--- config.mk ---
export PLATFORM = sky130hd
export DESIGN_NAME = tkp_weight
export DESIGN_NICKNAME = d
export VERILOG_FILES = /design/src/tkp_pkg.sv /design/src/tkp_weight.sv
export SDC_FILE = /design/constraint.sdc
export NUM_CORES = 2
export LEC_CHECK = 0
export BUFFER_PORTS_ARGS = -buffer_cell sky130_fd_sc_hd__buf_2
export CAP_MARGIN = 20
export CORE_ASPECT_RATIO = 0.6
export CORE_MARGIN = 4
export CORE_UTILIZATION = 55
export DETAILED_ROUTE_END_ITERATION = 6
export PLACE_DENSITY = 0.77
export SLEW_MARGIN = 20
export SYNTH_ARGS = -nofsm -noshare
export SYNTH_HDL_FRONTEND = slang
export SYNTH_SLANG_ARGS = --single-unit
--- constraint.sdc ---
create_clock -name i_clk -period 7.2 [get_ports i_clk]
set_input_delay 0.72 -clock i_clk [delete_from_list [all_inputs] [get_ports i_clk]]
set_output_delay 0.72 -clock i_clk [all_outputs]
set_load 0.005 [all_outputs]
--- src/tkp_pkg.sv ---
package tkp_pkg;

    localparam int VOCAB_MAX = 1024;
    localparam int IDX_W     = $clog2(VOCAB_MAX);
    localparam int CNT_W     = IDX_W + 1;

    localparam int LOGIT_W   = 16;
    localparam int WEIGHT_W  = 24;
    localparam int TOTAL_W   = 34;
    localparam int PROD_W    = 50;
    localparam int NUM_W     = 37;
    localparam int SCALE_W   = 21;

    // 16 * log2(e) in Q16, so d*scale/t is d/T*log2(e) in Q.16
    localparam logic [SCALE_W-1:0] LOG2E_SCALED = 21'd1512768;

    localparam logic [WEIGHT_W-1:0] WEIGHT_MAX = 24'hFFFFFF;

    // 2^-(1/2), 2^-(1/4), ... 2^-(1/256) in Q0.24
    localparam logic [WEIGHT_W-1:0] EXP_STEPS [8] = '{
        24'd11863283, 24'd14107902, 24'd15384775, 24'd16065917,
        24'd16417715, 24'd16596492, 24'd16686609, 24'd16731851
    };

    localparam logic [1:0] CFG_TEMPERATURE = 2'd0;
    localparam logic [1:0] CFG_TOP_K       = 2'd1;
    localparam logic [1:0] CFG_TOP_P       = 2'd2;

    localparam logic [15:0] TEMP_RESET = 16'd4096;
    localparam logic [16:0] TOPP_RESET = 17'd65536;

endpackage

--- src/tkp_weight.sv ---
module tkp_weight (
    input  logic                          i_clk,
    input  logic                          i_rst_n,
    input  logic                          i_start,
    input  logic [tkp_pkg::LOGIT_W-1:0]   i_diff,
    input  logic [15:0]                   i_temp,
    output logic                          o_done,
    output logic [tkp_pkg::WEIGHT_W-1:0]  o_weight
);
    import tkp_pkg::*;

    typedef enum logic [3:0] {
        W_IDLE = 4'b0001,
        W_DIV  = 4'b0010,
        W_EXP  = 4'b0100,
        W_FIN  = 4'b1000
    } t_wstate;

    t_wstate            r_state, n_state;
    logic [NUM_W-1:0]   r_num, n_num;
    logic [NUM_W-1:0]   r_q, n_q;
    logic [15:0]        r_rem, n_rem;
    logic [15:0]        r_t, n_t;
    logic [5:0]         r_cnt, n_cnt;
    logic [WEIGHT_W:0]  r_w, n_w;

    logic [16:0]        rem_sh;
    logic               q_bit;
    logic [7:0]         frac;
    logic [48:0]        step_prod;
    logic               too_small;
    logic [WEIGHT_W:0]  shifted;

    assign rem_sh    = {r_rem, r_num[NUM_W-1]};
    assign q_bit     = rem_sh >= {1'b0, r_t};
    assign frac      = r_q[15:8];
    assign step_prod = r_w * EXP_STEPS[r_cnt[2:0]];
    assign too_small = (r_q[NUM_W-1:21] != '0) || (r_q[20:16] >= 5'd25);
    assign shifted   = r_w >> r_q[20:16];

    always_comb begin
        n_state = r_state;
        n_num   = r_num;
        n_q     = r_q;
        n_rem   = r_rem;
        n_t     = r_t;
        n_cnt   = r_cnt;
        n_w     = r_w;
        case (r_state)
            W_IDLE: begin
                if (i_start) begin
                    n_num   = NUM_W'(i_diff) * NUM_W'(LOG2E_SCALED);
                    n_t     = (i_temp == 16'd0) ? 16'd1 : i_temp;
                    n_rem   = '0;
                    n_q     = '0;
                    n_cnt   = '0;
                    n_state = W_DIV;
                end
            end
            W_DIV: begin
                // restoring divide, one quotient bit per cycle
                n_rem = q_bit ? 16'(rem_sh - {1'b0, r_t}) : rem_sh[15:0];
                n_q   = {r_q[NUM_W-2:0], q_bit};
                n_num = {r_num[NUM_W-2:0], 1'b0};
                n_cnt = r_cnt + 6'd1;
                if (r_cnt == 6'(NUM_W - 1)) begin
                    n_cnt   = '0;
                    n_w     = (WEIGHT_W+1)'(1) << WEIGHT_W;
                    n_state = W_EXP;
                end
            end
            W_EXP: begin
                if (frac[3'd7 - r_cnt[2:0]]) begin
                    n_w = step_prod[48:24];
                end
                n_cnt = r_cnt + 6'd1;
                if (r_cnt[2:0] == 3'd7) begin
                    n_state = W_FIN;
                end
            end
            W_FIN: begin
                n_state = W_IDLE;
            end
            default: begin
                n_state = W_IDLE;
            end
        endcase
    end

    always_ff @(posedge i_clk) begin
        if (!i_rst_n) begin
            r_state <= W_IDLE;
            r_cnt   <= '0;
        end else begin
            r_state <= n_state;
            r_cnt   <= n_cnt;
        end
        r_num <= n_num;
        r_q   <= n_q;
        r_rem <= n_rem;
        r_t   <= n_t;
        r_w   <= n_w;
    end

    assign o_done   = (r_state == W_FIN);
    assign o_weight = too_small ? '0 :
                      (shifted > {1'b0, WEIGHT_MAX}) ? WEIGHT_MAX : shifted[WEIGHT_W-1:0];

endmodule

==> impl_metrics.toml <==
[outcome]
status = "complete, but fails checks"
violations = "setup timing"

[synthesis]
synth-seq-cells = 135
synth_cell_type_count = 69
synth_edf_count = 125
syn_nets = 4213
postSynth.asyncResetShare_pct = 0
yosys.area_share.simple_pct = 13.11
synth_xor_area_share_pct = 1.816
synth_fa_ha_area_share_pct = 51.29
synth_top_family_by_area = "adder cells"
ys_dominant_reg_cell = "edfxtp_1"
synth_compound_area_share_pct = 7.230
syn_area_per_cell_sq_um = 9.276
ys_warn_count = 0
yosysSeqAreaShare_pct = 13.01
netlist_instances = 3276
synthMuxAreaShare_pct = 2.260
netlist_area_sq_mm = 0.03039

[detailed_routing]
wl_per_cell_microns = 22.99
drt-total-wl_mm = 98.63
via_per_inst = 5.675
remaining_drc_errors = 0
drt-initial-drc-count = 2941
dr.pass1.iters = 6
vias = 24350
ant_nets = 0

[cells_and_area]
area_delta_synth_final_pct = 16.98
drive_gt1_share_pct = 18.18
area.sequential_sq_mm = 0.003965
n_fill_cell = 4258
multi_input_area_sq_mm = 0.02372
antenna-diode-count = 0
final_cells = 4290
utilization_pct = 65.32
fin_nets = 4500

[critical_path]
slowest_delay_ns = 0.63
critPathMaxFanout = 16
crit_type = "flop to flop"
cp_common_cell = "fa_1"
required_ns = 7.36
cp.arrival_ns = 7.72
cp_slowest_cell = "fa_1"
critPathCaptureType = "flop"
cp-start-kind = "flop"

[timing]
worst_pin_slew_ns = 0.9651
timing.slew.headroom_pct = 35.31
hold_viol_final = 0
drv_slew = 0
setup_violations = 23
fin_ws_ns = -0.3543
fin_hold_ws_ns = 0.4701
fin_crit_sh_pct = 104.9
finClkSkew_ns = 0.01518
grt_setup_unrepaired = "true"
max_freq_mhz = 132.4
fin_crit_ns = 7.554

[clock_network]
numCtsBuffers = 17
cts-root-buf = "clkbuf_16"
h-tree-depth = 4
cts.reportedPaths.clkPinSlew_ns = 0.07
clock_sinks = 135
cts_tree = "yes"
cts_buffer_depth = 2
worst_skew_pair.late_latency_ns = 0.44

[floorplan]
die_height_microns = 190.1
coreArea_sq_mm = 0.05442
die-area_sq_mm = 0.05920
rows = 66
initial_core_util_pct = 55.84
die_x_microns = 311.5
num_io_pins = 60

[placement]
port-buffer-count = 59
gp_congestion = 1.066
placed_cells = 4227
hpwlAfterDp_mm = 81.48
place_ws_ns = -0.6634

[min_path]
hold_path_class = "input port to flop"

[global_routing]
grt_max_degree = 85
antenna_found_initial = 0
track_usage_pct = 34.01
grt_pass1_vias = 24630
grt_overflow = 0
grt_pass1_wl_mm = 150.4

[run]
cap_violations = 0
flip-flops by register name, summed over array words and instances, names as in the netlist:
signal and count:
r_cnt 6, r_t 16, r_state 4, r_num 31
r_rem 16, r_q 37, r_w 25
placed cells by master, fill, tap and decap left out, types with 11 or more instances in the layout:
cell type	n
inv_1	730
fa_1	534
nand2_1	312
ha_1	309
buf_4	303
nor2_1	236
a21oi_1	133
edfxtp_1	125
and2_1	109
o21ai_0	59
buf_2	59
fa_2	39
mux2i_1	35
a21o_1	34
xnor2_1	32
buf_12	29
nor2b_1	27
xor2_1	26
and3_1	20
nand3_1	19
inv_2	19
nor3_1	19
buf_6	18
or2_2	17
ha_4	17
clkbuf_16	17
a211oi_1	14
and2_4	13
nand2b_1	13
mux4_2	12
clkinv_1	11
nand4_1	11
worst paths after layout:
kind | startpoint | to | slack (ns) | depth (start not counted)
worst max-delay path | r_cnt[1] | r_w[20] | -0.35 | 27
worst min-delay path | i_temp[9] | r_t[9] | 0.47 | 1
worst max register to register | r_cnt[1] | r_w[20] | -0.35 | 27
worst min register to register | r_q[1] | r_q[2] | 0.52 | 1
repair_timing:
action	4_1_cts	5_1_grt
pin swaps	102	38
hold buffers	0	0
setup endpoints to repair	24	25
buffers inserted	23	4
resized for setup	152	50
cloned	5	0
metrics by stage:
step / area [sq um] / TNS, ns
after global routing: 35550 / -9.982
after floorplan: 30550 / 0
after detailed placement: 33860 / -10.66
after CTS: 35330 / -3.514
after global placement: 33860 / -9.516
final: 35550 / -5.248
cells by family after synthesis:
group                      after synthesis
AOI/OAI and AO/OA                      353
DFF                                    135
buffers and inverters                  909
muxes                                   52
and+or+nand+nor                        862
adders and majority gates              902
xor gates and xnor gates                63
synth_stat cells, types with 19 or more instances:
master    count  share of area, %
mux2i_1      36               1.2
nand2_1     319               3.9
nor2_1      243               3.0
or2_2        19              0.39
nand3_1      19              0.31
fa_1        573                38
inv_1       750               9.3
and3_1       20              0.41
xor2_1       26              0.75
nor3_1       22              0.36
ha_1        329                14
edfxtp_1    125                12
and2_1      123               2.5
xnor2_1      37               1.1
a21o_1       34              0.84
o21ai_0      71               1.2
clkbuf_1    133               1.6
a21oi_1     144               2.4
nor2b_1      30              0.62
critical path, delay by kind of cell, from the launching register on:
kind / cells / cell delay [ns]
buf+inv: 9 / 1.00
compound gates: 4 / 0.89
flops: 1 / 0.36
simple gates: 5 / 0.71
fa+ha+maj: 9 / 4.30
metal layers:
metal  up-vias  global-route usage (%)  wire length, microns  share of wire (%)
li1      10710                       -                     -                  -
met1     11920                   49.79                 42110                 43
met2      1617                   40.79                 34800                 35
met3        95                   24.50                 20710                 21
met4         2                   3.603                   940               0.95
met5         -                  0.8117                    66              0.067
layout make-up:
class | count | area share (%)
clock buffers | 18 | 1.207
clock inverters | 14 | 0.4188
inverters | 761 | 8.042
multi-input cells | 2232 | 66.73
flip-flops and latches | 135 | 11.15
well taps | 714 | 2.513
repair buffers | 416 | 9.932
Power is left out: the tool's default activity adds up to more than one toggle a clock period on the data nets, which glitch-free logic cannot reach.
